===== src/hdl/bdq_pkg.sv =====
`default_nettype none
// ----------------------------------------------------------------------------
// bdq_pkg
// Shared types, constants and helpers for the bounded deque with
// remove-by-value.
// ----------------------------------------------------------------------------
package bdq_pkg;

	localparam int CAPACITY = 16;
	localparam int IDX_W    = (CAPACITY > 1) ? $clog2(CAPACITY) : 1;
	localparam int CNT_W    = $clog2(CAPACITY + 1);
	localparam int DATA_W   = 32;

	localparam logic [1:0] FUNC_PUSH_FRONT = 2'd0;
	localparam logic [1:0] FUNC_PUSH_BACK  = 2'd1;
	localparam logic [1:0] FUNC_REMOVE     = 2'd2;

	typedef enum logic [1:0] {
		STAT_OK        = 2'd0,
		STAT_NOT_FOUND = 2'd1,
		STAT_EMPTY     = 2'd2,
		STAT_FULL      = 2'd3
	} status_t;

	typedef enum logic [3:0] {
		ST_IDLE,
		ST_EXEC,
		ST_SRCH_RD,
		ST_SRCH_CMP,
		ST_SHIFT_RD,
		ST_SHIFT_WR,
		ST_FIRST_RD,
		ST_LAST_RD,
		ST_LAST_CAP,
		ST_DONE
	} state_t;

	// Reduces head plus offset into the circular store. The sum is always
	// below twice the capacity, so one compare and subtract is enough.
	function automatic logic [IDX_W-1:0] wrap_index(input logic [CNT_W:0] sum);
		logic [CNT_W:0] t;
		t = (sum >= (CNT_W + 1)'(CAPACITY)) ? (sum - (CNT_W + 1)'(CAPACITY)) : sum;
		return t[IDX_W-1:0];
	endfunction

endpackage
`default_nettype wire


===== src/hdl/bdq_req_if.sv =====
`default_nettype none
// ----------------------------------------------------------------------------
// bdq_req_if
// Request channel of the deque: operation code and value.
// ----------------------------------------------------------------------------
interface bdq_req_if;
	import bdq_pkg::*;

	logic                     valid;
	logic                     ready;
	logic [1:0]               func;
	logic signed [DATA_W-1:0] value;

	modport source (output valid, output func, output value, input ready);
	modport sink   (input valid, input func, input value, output ready);

endinterface
`default_nettype wire


===== src/hdl/bdq_rsp_if.sv =====
`default_nettype none
// ----------------------------------------------------------------------------
// bdq_rsp_if
// Result channel of the deque: status, front and back values, entry count.
// ----------------------------------------------------------------------------
interface bdq_rsp_if;
	import bdq_pkg::*;

	logic                     valid;
	logic                     ready;
	logic [1:0]               status;
	logic signed [DATA_W-1:0] first_value;
	logic signed [DATA_W-1:0] last_value;
	logic [CNT_W-1:0]         count;

	modport source (output valid, output status, output first_value,
		output last_value, output count, input ready);
	modport sink   (input valid, input status, input first_value,
		input last_value, input count, output ready);

endinterface
`default_nettype wire


===== src/hdl/bounded_deque_remove_by_value.sv =====
`default_nettype none
// ----------------------------------------------------------------------------
// bounded_deque_remove_by_value
// Ordered list of signed 32-bit values in a circular store, with insert at
// either end and removal of the first entry equal to a given value.
// ----------------------------------------------------------------------------
//
//  Channel  Direction  Payload                                  Per request
//  -------  ---------  ---------------------------------------  -----------
//  req      in         func, value                              one in
//  rsp      out        status, first_value, last_value, count   one out
//
// An insert, an ignored code or a removal from an empty list goes from the
// execute state straight to reading the front and back entries. A removal
// reads and compares entries from the front; a match behind the front shifts
// each later entry forward with a read and a write, a front match only moves
// the head. A list left empty skips both end reads. The store is not cleared
// at reset; only the head index, the count and the control state are. The
// request side stays ready whenever the sequencer is idle, even while a result
// waits; a stalled result holds it in its last state.
//
module bounded_deque_remove_by_value (
	input  wire logic clk,
	input  wire logic arst_n,
	bdq_req_if.sink   req,
	bdq_rsp_if.source rsp
);
	import bdq_pkg::*;

	// Sequencer and list state.
	state_t             state_q, state_n;
	logic [IDX_W-1:0]   head_q, head_n;
	logic [CNT_W-1:0]   count_q, count_n;
	logic [CNT_W-1:0]   pos_q, pos_n;
	logic               out_valid_q, out_valid_n;

	// Request and working payload.
	logic [1:0]               func_q;
	logic signed [DATA_W-1:0] value_q;
	status_t                  status_q, status_n;
	logic signed [DATA_W-1:0] first_q, first_n;
	logic signed [DATA_W-1:0] last_q, last_n;

	// Result register payload.
	status_t                  out_status_q;
	logic signed [DATA_W-1:0] out_first_q;
	logic signed [DATA_W-1:0] out_last_q;
	logic [CNT_W-1:0]         out_count_q;

	// Circular store and its one shared address unit.
	logic signed [DATA_W-1:0] mem [CAPACITY];
	logic signed [DATA_W-1:0] rd_q;
	logic signed [DATA_W-1:0] wr_data;
	logic                     mem_we;
	logic [CNT_W-1:0]         addr_off;
	logic [IDX_W-1:0]         mem_addr;
	logic [CNT_W-1:0]         pos_inc;
	logic                     load_out;
	logic                     accept;

	assign accept  = req.valid && req.ready;
	assign pos_inc = pos_q + CNT_W'(1);

	// Every store address, and the head update, goes through this one adder.
	assign mem_addr = wrap_index({1'b0, CNT_W'(head_q)} + {1'b0, addr_off});

	always_comb begin
		state_n     = state_q;
		head_n      = head_q;
		count_n     = count_q;
		pos_n       = pos_q;
		status_n    = status_q;
		first_n     = first_q;
		last_n      = last_q;
		mem_we      = 1'b0;
		wr_data     = value_q;
		addr_off    = pos_q;
		load_out    = 1'b0;
		req.ready   = (state_q == ST_IDLE);

		unique case (state_q)
			ST_IDLE: begin
				if (req.valid) begin
					state_n = ST_EXEC;
				end
			end
			ST_EXEC: begin
				status_n = STAT_OK;
				state_n  = ST_FIRST_RD;
				unique case (func_q)
					FUNC_PUSH_FRONT: begin
						addr_off = CNT_W'(CAPACITY - 1);
						if (count_q == CNT_W'(CAPACITY)) begin
							status_n = STAT_FULL;
						end else begin
							mem_we  = 1'b1;
							head_n  = mem_addr;
							count_n = count_q + CNT_W'(1);
						end
					end
					FUNC_PUSH_BACK: begin
						addr_off = count_q;
						if (count_q == CNT_W'(CAPACITY)) begin
							status_n = STAT_FULL;
						end else begin
							mem_we  = 1'b1;
							count_n = count_q + CNT_W'(1);
						end
					end
					FUNC_REMOVE: begin
						if (count_q == '0) begin
							status_n = STAT_EMPTY;
						end else begin
							pos_n   = '0;
							state_n = ST_SRCH_RD;
						end
					end
					default: begin
						// Unused code: report the current snapshot.
					end
				endcase
			end
			ST_SRCH_RD: begin
				addr_off = pos_q;
				state_n  = ST_SRCH_CMP;
			end
			ST_SRCH_CMP: begin
				addr_off = CNT_W'(1);
				if (rd_q == value_q) begin
					if (pos_q == '0) begin
						// Front entry matched: just advance the head.
						head_n  = mem_addr;
						count_n = count_q - CNT_W'(1);
						state_n = ST_FIRST_RD;
					end else begin
						state_n = ST_SHIFT_RD;
					end
				end else if (pos_inc == count_q) begin
					status_n = STAT_NOT_FOUND;
					state_n  = ST_FIRST_RD;
				end else begin
					pos_n   = pos_inc;
					state_n = ST_SRCH_RD;
				end
			end
			ST_SHIFT_RD: begin
				addr_off = pos_inc;
				if (pos_inc < count_q) begin
					state_n = ST_SHIFT_WR;
				end else begin
					count_n = count_q - CNT_W'(1);
					state_n = ST_FIRST_RD;
				end
			end
			ST_SHIFT_WR: begin
				addr_off = pos_q;
				mem_we   = 1'b1;
				wr_data  = rd_q;
				pos_n    = pos_inc;
				state_n  = ST_SHIFT_RD;
			end
			ST_FIRST_RD: begin
				addr_off = '0;
				if (count_q == '0) begin
					first_n = '0;
					last_n  = '0;
					state_n = ST_DONE;
				end else begin
					state_n = ST_LAST_RD;
				end
			end
			ST_LAST_RD: begin
				first_n  = rd_q;
				addr_off = count_q - CNT_W'(1);
				state_n  = ST_LAST_CAP;
			end
			ST_LAST_CAP: begin
				last_n  = rd_q;
				state_n = ST_DONE;
			end
			ST_DONE: begin
				if (!out_valid_q || rsp.ready) begin
					load_out = 1'b1;
					state_n  = ST_IDLE;
				end
			end
			default: begin
				state_n = ST_IDLE;
			end
		endcase

		if (load_out) begin
			out_valid_n = 1'b1;
		end else if (rsp.ready) begin
			out_valid_n = 1'b0;
		end else begin
			out_valid_n = out_valid_q;
		end
	end

	always_ff @(posedge clk or negedge arst_n) begin
		if (!arst_n) begin
			state_q     <= ST_IDLE;
			head_q      <= '0;
			count_q     <= '0;
			pos_q       <= '0;
			out_valid_q <= 1'b0;
		end else begin
			state_q     <= state_n;
			head_q      <= head_n;
			count_q     <= count_n;
			pos_q       <= pos_n;
			out_valid_q <= out_valid_n;
		end
	end

	// Payload registers carry no reset.
	always_ff @(posedge clk) begin
		if (accept) begin
			func_q  <= req.func;
			value_q <= req.value;
		end
		status_q <= status_n;
		first_q  <= first_n;
		last_q   <= last_n;
		if (load_out) begin
			out_status_q <= status_q;
			out_first_q  <= first_q;
			out_last_q   <= last_q;
			out_count_q  <= count_q;
		end
	end

	// Single-port store with a registered read.
	always_ff @(posedge clk) begin
		if (mem_we) begin
			mem[mem_addr] <= wr_data;
		end
		rd_q <= mem[mem_addr];
	end

	assign rsp.valid       = out_valid_q;
	assign rsp.status      = out_status_q;
	assign rsp.first_value = out_first_q;
	assign rsp.last_value  = out_last_q;
	assign rsp.count       = out_count_q;

endmodule
`default_nettype wire


===== src/flat_wrapper.sv =====
// flat-port wrapper written by rule: the top's interface ports become plain ports
module bounded_deque_remove_by_value_flat import bdq_pkg::*;
  (clk, arst_n, req_valid, req_func, req_value, req_ready, rsp_valid, rsp_status, rsp_first_value, rsp_last_value, rsp_count, rsp_ready);
  bdq_req_if req_i ();
  bdq_rsp_if rsp_i ();
  input  wire logic clk;
  input  wire logic arst_n;
  input wire logic [$bits(req_i.valid)-1:0] req_valid;
  input wire logic [$bits(req_i.func)-1:0] req_func;
  input wire logic [$bits(req_i.value)-1:0] req_value;
  output wire logic [$bits(req_i.ready)-1:0] req_ready;
  output wire logic [$bits(rsp_i.valid)-1:0] rsp_valid;
  output wire logic [$bits(rsp_i.status)-1:0] rsp_status;
  output wire logic [$bits(rsp_i.first_value)-1:0] rsp_first_value;
  output wire logic [$bits(rsp_i.last_value)-1:0] rsp_last_value;
  output wire logic [$bits(rsp_i.count)-1:0] rsp_count;
  input wire logic [$bits(rsp_i.ready)-1:0] rsp_ready;
  assign req_i.valid = req_valid;
  assign req_i.func = req_func;
  assign req_i.value = req_value;
  assign req_ready = req_i.ready;
  assign rsp_valid = rsp_i.valid;
  assign rsp_status = rsp_i.status;
  assign rsp_first_value = rsp_i.first_value;
  assign rsp_last_value = rsp_i.last_value;
  assign rsp_count = rsp_i.count;
  assign rsp_i.ready = rsp_ready;
  bounded_deque_remove_by_value u_core (.clk(clk), .arst_n(arst_n), .req(req_i), .rsp(rsp_i));
endmodule

===== config.mk =====
export PLATFORM = sky130hd
export DESIGN_NAME = bounded_deque_remove_by_value_flat
export DESIGN_NICKNAME = d
export VERILOG_FILES = /design/src/hdl/bdq_pkg.sv /design/src/hdl/bdq_req_if.sv /design/src/hdl/bdq_rsp_if.sv /design/src/hdl/bounded_deque_remove_by_value.sv /design/src/flat_wrapper.sv
export SDC_FILE = /design/constraint.sdc
export NUM_CORES = 1
export LEC_CHECK = 0
export BUFFER_PORTS_ARGS = -buffer_cell sky130_fd_sc_hd__buf_2
export CAP_MARGIN = 15
export CORE_ASPECT_RATIO = 1.4
export CORE_MARGIN = 4
export CORE_UTILIZATION = 53
export CTS_BUF_LIST = sky130_fd_sc_hd__clkbuf_8
export CTS_CLUSTER_SIZE = 10
export DETAILED_ROUTE_END_ITERATION = 7
export GPL_ROUTABILITY_DRIVEN = 0
export GPL_TIMING_DRIVEN = 0
export PLACE_DENSITY_LB_ADDON = 0.25
export RECOVER_POWER = 100
export SLEW_MARGIN = 20
export SYNTH_ARGS = -nofsm -noshare
export SYNTH_HDL_FRONTEND = slang
export SYNTH_SLANG_ARGS = --single-unit

===== constraint.sdc =====
create_clock -name clk -period 11.7 [get_ports clk]
set_input_delay 1.755 -clock clk [delete_from_list [all_inputs] [get_ports clk]]
set_output_delay 1.755 -clock clk [all_outputs]
set_load 0.05 [all_outputs]

# After elaboration in Yosys (flattened, before gate mapping)
# Memory sizes are Yosys's and may differ from the RTL's. A register that Yosys moved wholly into a read port is not among the register bits.
# Index checks and enable logic that the tools add are counted.
[word_totals]
regBits = 190
ramBits = 512
input_bits = 38
output_inout_bits = 73
elab_cells = 119
memories = 1
[memory_table]
columns = ["name", "depth", "width", "read_ports", "rd_clocked_by_memory_dff", "write_ports", "line_no", "source"]
rows = [
  ["u_core.mem", 16, 32, 1, 1, 1, "bounded_deque_remove_by_value.sv:51", "logic signed [DATA_W-1:0] mem [CAPACITY];"],
]
[classes]
addsub = 5
order_cmp = 2
eq_ne = 28
mux = 48
reduce_logical = 21
[op_table]
columns = ["operator", "count"]
rows = [
  ["case mux 32 bit (2 select lines)", 2],
  ["2-to-1 mux 32 bit", 2],
  ["2-to-1 mux 5 bit", 9],
  ["2-to-1 mux 4 bit", 10],
  ["case mux 4 bit (10 select lines)", 1],
  ["equality test 32 bit", 1],
  ["case mux 5 bit (3 select lines)", 2],
  ["case mux 5 bit (5 select lines)", 1],
  ["equality test 4 x 3 -> 1 bit (second input constant)", 4],
  ["!= test 2 bit (second input constant)", 8],
  ["2-to-1 mux 2 bit", 6],
  ["!= test 2 x 1 -> 1 bit (second input constant)", 6],
  ["adder 5 x 1 -> 5 bit (second input constant)", 2],
  ["logical NOT 5 bit", 2],
  ["case mux 5 bit (2 select lines)", 1],
  ["AND reduction 5 bit", 2],
  ["equality test 4 x 2 -> 1 bit (second input constant)", 2],
  ["equality test 4 bit (second input constant)", 2],
  ["2-to-1 mux 1 bit", 8],
  ["case mux 2 bit (2 select lines)", 2],
  ["case mux 4 bit (2 select lines)", 1],
  ["nonzero test 2 bit", 4],
  ["adder 4 x 5 -> 6 bit", 1],
  [">= comparator 6 x 5 -> 1 bit (second input constant)", 1],
  ["other kinds (20)", 24],
]

# Longest topological paths before layout
# Gate-level depths: netlist of run 1.
[depth]
word_depth = 9
ltp_mapped = 14
depth_no_buf = 13

# Worst setup path after synthesis of run 1
# No wires, ideal clock.
[synth_path]
kind = "in2reg"
startpoint = "input port rsp_ready"
endpoint = "register u_core.out_count_q[0], in the netlist u_core.rsp.count[0], enable pin"
setup_time_ps = 587
arrival_time_ps = 6613
required_ps = 11113
setup_slack_ps = 4499
path_stages = 2
n_path_buf = 0
cell_sequence = "nor2b_1 > nor3_1"
[synth_between]
elab_chain_len = 3
[synth_lines]
columns = ["element", "line_no", "source"]
rows = [
  ["start: declaration", "flat_wrapper.sv:17", "input wire logic [$bits(rsp_i.ready)-1:0] rsp_ready;"],
  ["logical OR 1 bit", "bounded_deque_remove_by_value.sv:182", "if (!out_valid_q || rsp.ready) begin"],
  ["2-to-1 mux 1 bit", "bounded_deque_remove_by_value.sv:182", ""],
  ["2-to-1 mux 1 bit", "bounded_deque_remove_by_value.sv:81", "unique case (state_q)"],
  ["named net u_core.load_out", "bounded_deque_remove_by_value.sv:58", "logic load_out;"],
  ["end signal: assignment", "bounded_deque_remove_by_value.sv:230", "out_count_q <= count_q;"],
  ["end: declaration", "bounded_deque_remove_by_value.sv:48", "logic [CNT_W-1:0] out_count_q;"],
]
# The timed path passes the listed nets, and every way through them passes these cells.
# A chain may end at the register's enable or synchronous reset.

# Worst setup path after layout of run 1
[layout_path]
startpoint = "register u_core.state_q[2]"
endpoint = "memory u_core.mem[0][8], enable pin"
[layout_between]
elab_chain_len = 5
elab_cells_between_ends = 14
cone_classes = "add/sub: 2; order compare: 1; eq/ne: 6; mux: 5"
[layout_lines]
columns = ["element", "line_no", "source"]
rows = [
  ["start: declaration", "bounded_deque_remove_by_value.sv:31", "state_t state_q, state_n;"],
  ["start signal: assignment", "bounded_deque_remove_by_value.sv:209", "state_q <= state_n;"],
  ["equality test 4 x 3 -> 1 bit (tied with other cells)", "bounded_deque_remove_by_value.sv:81", ""],
  ["case mux 5 bit (5 select lines)", "bounded_deque_remove_by_value.sv:81", ""],
  ["adder 4 x 5 -> 6 bit", "bounded_deque_remove_by_value.sv:65", "assign mem_addr = wrap_index({1'b0, CNT_W'(head_q)} + {1'b0, addr_off});"],
  [">= comparator 6 x 5 -> 1 bit / subtractor 4 x 1 -> 4 bit (equally long branches)", "bdq_pkg.sv:42", "t = (sum >= (CNT_W + 1)'(CAPACITY)) ? (sum - (CNT_W + 1)'(CAPACITY)) : sum;"],
  ["2-to-1 mux 4 bit", "bdq_pkg.sv:42", ""],
  ["end: declaration", "bounded_deque_remove_by_value.sv:51", ""],
]
# Several ways; a longest one is shown, not always the timed one.

==> results.yml, run 1 <==
worst_setup_path:
  reg2reg_from: "u_core.state_q[2]$_DFFE_PN0P_"
  slowest_stage: "nor3_1"
  worst_ep_required_time_ns: 12.02
  reg2reg_slack_ns: 4.23
  rr_worst_depth: 17
  cp_slowest_stage_delay_ns: 1.06
  worstSetupPathType: "reg -> reg"
  path_common_cell: "clkbuf_1"
  worstReg2RegEnd: "u_core.mem[0][8]$_DFFE_PP_"
  start_kind: "register"
  arrival_ns: 7.79
  path_max_fanout: 10
  crit_chain: "clkbuf_1 -> nand2b_1 -> or3_1 -> a21oi_1 -> a221oi_1 -> a21oi_1 -> ha_1 -> inv_1 -> fa_1 -> xor2_1 -> clkbuf_1 -> clkbuf_1 -> nand2_1 -> nor3_1 -> clkbuf_1 -> clkbuf_1 -> clkbuf_1"
  worstSetupEndpointType: "register"
floorplanning:
  die_y_um: 281.0
  die_x_um: 203.0
  coreArea_um2: 52400
  core.rowCount: 99
  io_pins: 111
  die-area_um2: 57050
  start_util: 0.5385
worst_hold_path:
  whs_path_depth: 0
  min_from: "u_core.last_q[0]$_SDFFCE_PN0P_"
  hold_path_end: "u_core.rsp.last_value[0]$_DFFE_PP_"
  hold_path_class: "reg -> reg"
clocking:
  cts_tree: "yes"
  cts_buffer_depth: 3
  clock_sinks: 734
  ctsHoldBuffers: 0
  clkTransAtPathRegs_ns: 0.06
  clock_latency_ns: 0.72
  root_buffer: "clkbuf_8"
  post_cts_buffers: 0
  ctsResizeCount: 0
  numCtsBuffers: 104
  h-tree-depth: 3
drt:
  wl_um: 61840
  viasPerCell: 5.681
  wl_per_cell_um: 24.90
  dr_total_vias: 14111
  drc: 0
  ant_nets: 0
  first_iter_violations: 1323
  drt_pass1_iterations: 5
timing:
  hold_viol: 0
  slew_violations: 47
  rsz0062_at_grt: "false"
  finalSetupViolations: 0
  clock_skew_ns: 0.04595
  fin_crit_sh: 0.6384
  clock.fmax_ghz: 0.1339
  slew_headroom: -1.186
  setup_tns_ns: 0
  tightestPinTransition_ns: 3.278
  fin_crit_ns: 7.469
grt:
  grt_busiest_layer: "met2"
  grt_max_degree: 35
  grt_first_pass_wirelength_um: 91820
  grt_util_met1: 0.2799
  grt_overflow: 0
  antenna_found_initial: 1
  use_met2: 0.3864
  met3_usage: 0.03566
  grt_use_total: 0.2199
  grt_pass1_vias: 14616
yosys:
  ys_ff_latch: 734
  synth_common_cells: "683 x edfxtp_1, 128 x mux4_2, 98 x mux2i_1"
  synth_warnings: 0
  synth_area_leader_cell: "edfxtp_1"
  synth-edff-count: 683
  async_flop_share: 0.02589
  syn-mean-instance-area_um2: 20.69
  synthTopCellsByArea: "edfxtp_1 73%, mux4_2 10%, mux2i_1 3.5%, dfxtp_1 2.3%, dfrtp_1 1.7%"
  synth_fp_nets: 1416
  ys.flop_type: "edfxtp_1"
  syn_inst: 1364
  yosysUniqueCellTypes: 59
  ys_seq_area_frac: 0.7664
  yosysMostFrequentCell: "edfxtp_1"
  syn-cell-area_um2: 28220
  post-synth-top-area-fraction: 0.7269
layout:
  num-nets-final: 1739
  drive_above_1_share: 0.1802
  stdcell_area_um2: 31940
  syn2layout_area_growth_pct: 13.20
placed_design:
  dp_hpwl_um: 43730
  io_buffer_count: 110
  dpl-instance-area_um2: 30500
job:
  max_cap_viol_count: 3
status:
  status: "complete, but fails checks"
  violations: "max-capacitance violations, max-slew violations"
## cell usage in the layout (no fill, tap or decap), types with 3 or more instances in the layout
| cell type | instances |
|---|---|
| edfxtp_1 | 683 |
| clkbuf_1 | 229 |
| mux4_2 | 128 |
| clkbuf_8 | 116 |
| mux2i_1 | 98 |
| inv_1 | 55 |
| and2_0 | 44 |
| xnor2_1 | 42 |
| buf_2 | 41 |
| mux2_1 | 33 |
| dfxtp_1 | 32 |
| o21ai_0 | 21 |
| and2_1 | 21 |
| clkinv_1 | 21 |
| dfrtp_1 | 19 |
| nor2_1 | 15 |
| a21oi_1 | 15 |
| nand2_1 | 14 |
| nor3_1 | 14 |
| ha_1 | 13 |
| clkinv_2 | 12 |
| nor2b_1 | 10 |
| nor4_1 | 10 |
| nand3_1 | 8 |
| nand4_1 | 8 |
| nand2b_1 | 6 |
| a31oi_1 | 4 |
| a21o_1 | 4 |
| buf_6 | 4 |
| and3_1 | 4 |
| o21a_1 | 3 |
| o31ai_1 | 3 |
| clkbuf_2 | 3 |
| clkinvlp_4 | 3 |
## routing by layer
metal / vias to the layer above / part of all wire
li1: 6179 / -
met2: 533 / 0.52
met4: 0 / 0.032
met5: - / 0
met3: 102 / 0.063
met1: 7297 / 0.38
## flip-flops by register name, summed over array words and instances, names as in the netlist
name                    cells
u_core.count_q              5
u_core.last_q              32
u_core.status_q             2
u_core.head_q               4
u_core.func_q               2
u_core.rsp.valid            1
u_core.rsp.count            5
u_core.value_q             32
u_core.rd_q                32
u_core.first_q             32
u_core.rsp.status           2
u_core.mem                512
u_core.state_q              4
u_core.rsp.first_value     32
u_core.pos_q                5
u_core.rsp.last_value      32
## cell families after synthesis
kind of cell / Yosys count / synth area share
XOR/XNOR: 46 / 0.01521
AND/OR/NAND/NOR: 166 / 0.03401
multiplexers: 261 / 0.1509
AO/OA/AOI/OAI: 67 / 0.01521
buffers and inverters: 76 / 0.01179
adder cells (fa/ha/maj): 14 / 0.006474
flip-flops: 734 / 0.7664
## layout make-up
class	instances	area [um^2]
inverter	15	56.30
fill	3876	20450
clock buffer	116	1597
multi-input combinational	554	6265
clock inverter	79	382.9
sequential	734	21630
antenna	1	2.502
tap	707	884.6
timing repair buffer	217	853.3
buffer	61	275.3
## through the flow
stage	setup slack [ns]	std cells	util	hold WS, ns
3_3_place_gp	0.4587	2181	0.5659	0.4027
5_1_grt	3.896	2484	0.6096	0.4202
6_report	4.231	2484	0.6096	0.4163
2_1_floorplan	4.499	1364	-	0.4003
4_1_cts	5.728	2483	0.6199	0.4174
3_5_place_dp	5.811	2288	0.5821	0.4045
## worst max path at each step
stage               depth (start not counted)                            end                     startpoint
finish                                     17     u_core.mem[0][8]$_DFFE_PP_  u_core.state_q[2]$_DFFE_PN0P_
global route                               17     u_core.mem[0][6]$_DFFE_PP_  u_core.state_q[0]$_DFFE_PN0P_
CTS                                        17     u_core.mem[0][6]$_DFFE_PP_  u_core.state_q[0]$_DFFE_PN0P_
detailed placement                         16     u_core.mem[0][8]$_DFFE_PP_  u_core.count_q[0]$_DFFE_PN0P_
global placement                           12     u_core.mem[3][8]$_DFFE_PP_    u_core.pos_q[0]$_DFFE_PN0P_
floorplan                                   2  u_core.rsp.count[0]$_DFFE_PP_                      rsp_ready
## worst max-delay path: cells and delay by family, from the launching register on
| family | cells | cell delay [ns] |
|---|---|---|
| AOI/OAI and AO/OA | 3 | 0.39 |
| adders and majority gates | 2 | 0.64 |
| xor gates and xnor gates | 1 | 0.66 |
| buffers and inverters | 7 | 3.16 |
| and+or+nand+nor | 4 | 1.90 |
| DFF | 1 | 0.33 |
Power of run 1 is left out: the tool's default activity adds up to more than one toggle a clock period on the data nets, which glitch-free logic cannot reach.
==> run 2, diff against run 1 <==
==> constraint.sdc (replaced) <==
create_clock -name clk -period 6.1 [get_ports clk]
set_input_delay 0.915 -clock clk [delete_from_list [all_inputs] [get_ports clk]]
set_output_delay 0.915 -clock clk [all_outputs]
set_load 0.05 [all_outputs]
==> run 2 against run 1 <==
Against the previous run: the flow still finishes with violations (max-capacitance violations, max-slew violations); routed wire length is 1.8% higher; register-to-register slack worse by 4.0 ns; sequential share of layout area is 1.0 points lower; critical endpoint is now u_core.mem[8][5]$_DFFE_PP_; die area stayed put; utilization is 0.93 points higher.
==> results.yml, run 2 (synthesis gave the netlist of run 1 again) <==
layout:
  largest_reg_flops: 512
  final_common_cell: "edfxtp_1"
  syn2layout_area_growth_pct: 14.93
  fin_util: 0.6189
  final_cell_mix: "683 x edfxtp_1, 128 x clkbuf_1, 128 x mux4_2"
  stdcell_area_um2: 32430
  num-nets-final: 1728
  largest_register: "u_core.mem"
  drive_above_1_share: 0.2462
  fillers: 3672
drt:
  wl_per_cell_um: 25.41
  dr_total_vias: 14103
  wl_met1_um: 23650
  drc: 0
  wl_met2_um: 32770
  top_layer_used: "met4"
  first_iter_violations: 1254
  wl_met3_um: 4464
  viasPerCell: 5.694
  wl_um: 62940
  ant_nets: 0
  drt_pass1_iterations: 5
placed_design:
  dp_hpwl_um: 44010
  dpl-instance-area_um2: 30480
  io_buffer_count: 110
floorplanning:
  die_y_um: 281.0
  io_pins: 111
  die_x_um: 203.0
  die-area_um2: 57050
  coreArea_um2: 52400
  core.rowCount: 99
  start_util: 0.5385
timing:
  clock.fmax_ghz: 0.1693
  fin_crit_ns: 5.908
  rsz0062_at_grt: "true"
  hold_viol: 0
  slew_headroom: -0.4978
  slew_violations: 37
  clock_skew_ns: 0.02642
  tightestPinTransition_ns: 2.230
  fin_crit_sh: 0.9686
  finalSetupViolations: 0
clocking:
  ctsHoldBuffers: 0
  clock_latency_ns: 0.70
  root_buffer: "clkbuf_8"
  clock_sinks: 734
  clkTransAtPathRegs_ns: 0.07
  cts_tree: "yes"
  cts_buffer_depth: 3
  h-tree-depth: 3
  numCtsBuffers: 106
job:
  max_cap_viol_count: 3
worst_setup_path:
  start_kind: "register"
  worst_ep_required_time_ns: 6.49
  worstSetupEndpointType: "register"
  rr_worst_depth: 15
  path_max_fanout: 10
  reg2reg_from: "u_core.count_q[0]$_DFFE_PN0P_"
  reg2reg_slack_ns: 0.19
  worstSetupPathType: "reg -> reg"
  worstReg2RegEnd: "u_core.mem[8][5]$_DFFE_PP_"
  arrival_ns: 6.30
grt:
  antenna_found_initial: 3
  grt_first_pass_wirelength_um: 92280
  grt_max_degree: 28
  grt_overflow: 0
  grt_pass1_vias: 14634
  grt_use_total: 0.2217
worst_hold_path:
  min_from: "req_value[9]"
  hold_path_end: "u_core.value_q[9]$_DFFE_PP_"
  hold_path_class: "in -> reg"
  whs_path_depth: 1
status:
  status: "complete, but fails checks"
  violations: "max-capacitance violations, max-slew violations"
run 2: cell types whose count changed in the layout (fill, tap and decap cells not counted), sizes merged:
cell,delta
inv,-5
bufinv,+5
clkinvlp,-1
clkbuf,-101
buf,+87
diode,+2
clkinv,+6
run 2: area by class of cell:
type	instances	area, um^2	share of cell area
Antenna cell	3	7.507	0.0002315
Buffer	61	279.0	0.008604
Clock buffer	115	1583	0.04881
Clock inverter	84	545.5	0.01682
Inverter	15	56.30	0.001736
Multi-Input combinational cell	554	6384	0.1969
Sequential cell	734	21630	0.6669
Tap cell	707	884.6	0.02728
Timing Repair Buffer	204	1064	0.03280
run 2: worst max path at each step:
stage                                        from                    endpoint  slack [ns]  cells past startpoint
global route        u_core.count_q[0]$_DFFE_PN0P_  u_core.mem[8][4]$_DFFE_PP_       -0.04                     15
finish              u_core.count_q[0]$_DFFE_PN0P_  u_core.mem[8][5]$_DFFE_PP_        0.19                     15
detailed placement  u_core.count_q[0]$_DFFE_PN0P_  u_core.mem[8][1]$_DFFE_PP_        0.25                     15
CTS                 u_core.count_q[0]$_DFFE_PN0P_  u_core.mem[8][5]$_DFFE_PP_        0.18                     15
floorplan             u_core.pos_q[0]$_DFFE_PN0P_  u_core.mem[3][0]$_DFFE_PP_       -0.31                     14
global placement      u_core.pos_q[0]$_DFFE_PN0P_  u_core.mem[2][7]$_DFFE_PP_       -5.28                     12
run 2: through the flow:
stage	setup WS (ns)	TNS, ns	hold slack [ns]	std cells
floorplan	-0.3109	-57.22	0.4003	1364
global placement	-5.282	-1881.96	0.4028	2181
detailed placement	0.2499	0	0.4045	2275
CTS	0.1767	0	0.1329	2474
global route	-0.04372	-0.3638	0.3434	2475
finish	0.1916	0	0.3807	2477
run 2: repair_timing:
action / 4_1_cts / 5_1_grt
setup endpoints to repair: 0 / 26
hold endpoints to repair: 0 / 0
gates resized for setup: 0 / 2
setup buffers: 0 / 0
run 2: critical path, stage by stage, from the launching register on:
cell,delay (ns)
dfrtp_1,0.59
inv_1,0.16
ha_1,0.35
nor2_1,0.11
a21oi_1,0.06
nor2_1,0.21
o21a_1,0.16
o32ai_1,0.12
fa_1,0.68
clkbuf_1,0.42
clkbuf_1,0.62
clkbuf_1,0.63
nand2_1,0.39
nor3_4,0.53
buf_4,0.31
buf_4,0.22
run 2: metal layers:
layer  GRT usage  up-vias
li1            -     6176
met4     0.08929        0
met5           0        -
met2      0.3840      611
met3     0.03947      118
met1      0.2808     7198
Power of run 2 is left out for the same reason.
==> run 3, diff against run 2 <==
==> constraint.sdc (replaced) <==
create_clock -name clk -period 6.6 [get_ports clk]
set_input_delay 0.99 -clock clk [delete_from_list [all_inputs] [get_ports clk]]
set_output_delay 0.99 -clock clk [all_outputs]
set_load 0.05 [all_outputs]
==> run 3 against run 2 <==
Against the previous run: via count hardly changed; routed wire length is 1.8% lower; cell count is 0.28% higher; worst hold slack better by 0.036 ns; clock skew is 0.020 ns higher; die area stayed put; setup slack better by 0.25 ns; critical path depth is 1 higher; non-clock buffer count is 13 higher; the flow still finishes with violations (max-capacitance violations, max-slew violations); sequential share of layout area is 0.87 points higher.
==> results.yml, run 3 (synthesis gave the netlist of run 1 again) <==
timing:
  fin_crit_ns: 6.163
  tightestPinTransition_ns: 3.286
  hold_viol: 0
  clock_skew_ns: 0.04671
  finalSetupViolations: 0
  clock.fmax_ghz: 0.1623
  rsz0062_at_grt: "false"
  slew_violations: 47
  setup_tns_ns: 0
  slew_headroom: -1.191
  fin_crit_sh: 0.9337
worst_setup_path:
  worst_ep_required_time_ns: 6.98
  worstSetupPathType: "reg -> reg"
  path_max_fanout: 10
  worstSetupEndpointType: "register"
  start_kind: "register"
  arrival_ns: 6.55
placed_design:
  io_buffer_count: 110
  dpl-instance-area_um2: 30500
  dp_hpwl_um: 43730
status:
  status: "complete, but fails checks"
  violations: "max-capacitance violations, max-slew violations"
worst_hold_path:
  hold_path_class: "reg -> reg"
clocking:
  ctsHoldBuffers: 0
  clock_latency_ns: 0.71
  root_buffer: "clkbuf_8"
  clkTransAtPathRegs_ns: 0.06
  numCtsBuffers: 104
  clock_sinks: 734
  cts_buffer_depth: 3
  h-tree-depth: 3
  ctsResizeCount: 0
  post_cts_buffers: 0
  cts_tree: "yes"
floorplanning:
  start_util: 0.5385
  coreArea_um2: 52400
  core.rowCount: 99
  io_pins: 111
  die_y_um: 281.0
  die-area_um2: 57050
  die_x_um: 203.0
layout:
  syn2layout_area_growth_pct: 13.44
  fillers: 3858
  drive_above_1_share: 0.1926
  num-nets-final: 1739
  largest_register: "u_core.mem"
  stdcell_area_um2: 32010
  multi_input_area_um2: 6275
  final_common_cell: "edfxtp_1"
  seq_area_um2: 21630
  final_cell_mix: "683 x edfxtp_1, 209 x clkbuf_1, 128 x mux4_2"
  largest_reg_flops: 512
drt:
  wl_um: 61820
  drt_pass1_iterations: 5
  viasPerCell: 5.680
  drc: 0
  ant_nets: 0
  first_iter_violations: 1408
  dr_total_vias: 14109
  wl_per_cell_um: 24.89
grt:
  antenna_found_initial: 1
  grt_use_total: 0.2199
  grt_overflow: 0
  grt_max_degree: 35
  grt_pass1_vias: 14616
  grt_first_pass_wirelength_um: 91820
job:
  max_cap_viol_count: 3
run 3: cell count changes in the layout (fill, tap and decap cells not counted), sizes merged:
cell,previous run,this run
buf,133,62
bufinv,7,2
clkbuf,247,332
clkinv,39,33
clkinvlp,2,3
diode,3,1
inv,51,56
run 3: through the flow:
step | hold slack [ns] | util | instances | setup slack [ns]
final | 0.4163 | 0.6109 | 2484 | 0.4374
after global routing | 0.4202 | 0.6109 | 2484 | 0.1367
after CTS | 0.2120 | 0.6199 | 2483 | 0.6282
after detailed placement | 0.4045 | 0.5821 | 2288 | 0.7114
after global placement | 0.4027 | 0.5659 | 2181 | -4.641
after floorplan | 0.4003 | - | 1364 | 0.1645
run 3: path summary, 6_finish.rpt:
kind                                                 from  cells past startpoint                            endpoint  slack (ns)
max                         u_core.state_q[2]$_DFFE_PN0P_                     16        u_core.mem[14][12]$_DFFE_PP_        0.44
min                        u_core.last_q[0]$_SDFFCE_PN0P_                      0  u_core.rsp.last_value[0]$_DFFE_PP_        0.42
max reg2reg                 u_core.state_q[2]$_DFFE_PN0P_                     16        u_core.mem[14][12]$_DFFE_PP_        0.44
min reg2reg                u_core.last_q[0]$_SDFFCE_PN0P_                      0  u_core.rsp.last_value[0]$_DFFE_PP_        0.42
max in group asynchronous                          arst_n                      1       u_core.count_q[4]$_DFFE_PN0P_        5.43
min in group asynchronous                          arst_n                      1        u_core.head_q[0]$_DFFE_PN0P_        0.48
run 3: cell type report:
cell class	instances	share of cell area
Timing Repair Buffer	217	0.02838
Clock buffer	116	0.04988
Clock inverter	79	0.01196
Sequential cell	734	0.6756
Antenna cell	1	0.00007818
Multi-Input combinational cell	554	0.1960
Buffer	61	0.008678
Inverter	15	0.001759
Tap cell	707	0.02764
run 3: per-layer routing:
metal	share of wire	track usage
met1	0.38	0.2799
met2	0.52	0.3864
met3	0.067	0.03566
met4	0.032	0.08029
met5	0	0
run 3: critical path, stage by stage (launching register included):
cell and delay, ns:
dfrtp_1 0.32, clkbuf_1 0.31, nand2b_1 0.24, or3_1 0.36, a21oi_1 0.15, a221oi_1 0.08
a21oi_1 0.17, ha_1 0.20, inv_1 0.07, fa_1 0.61, clkbuf_1 0.32, clkbuf_1 0.39
clkbuf_1 0.33, nor4_1 1.29, clkbuf_1 0.44, buf_2 0.32, buf_2 0.25
Power of run 3 is left out for the same reason.
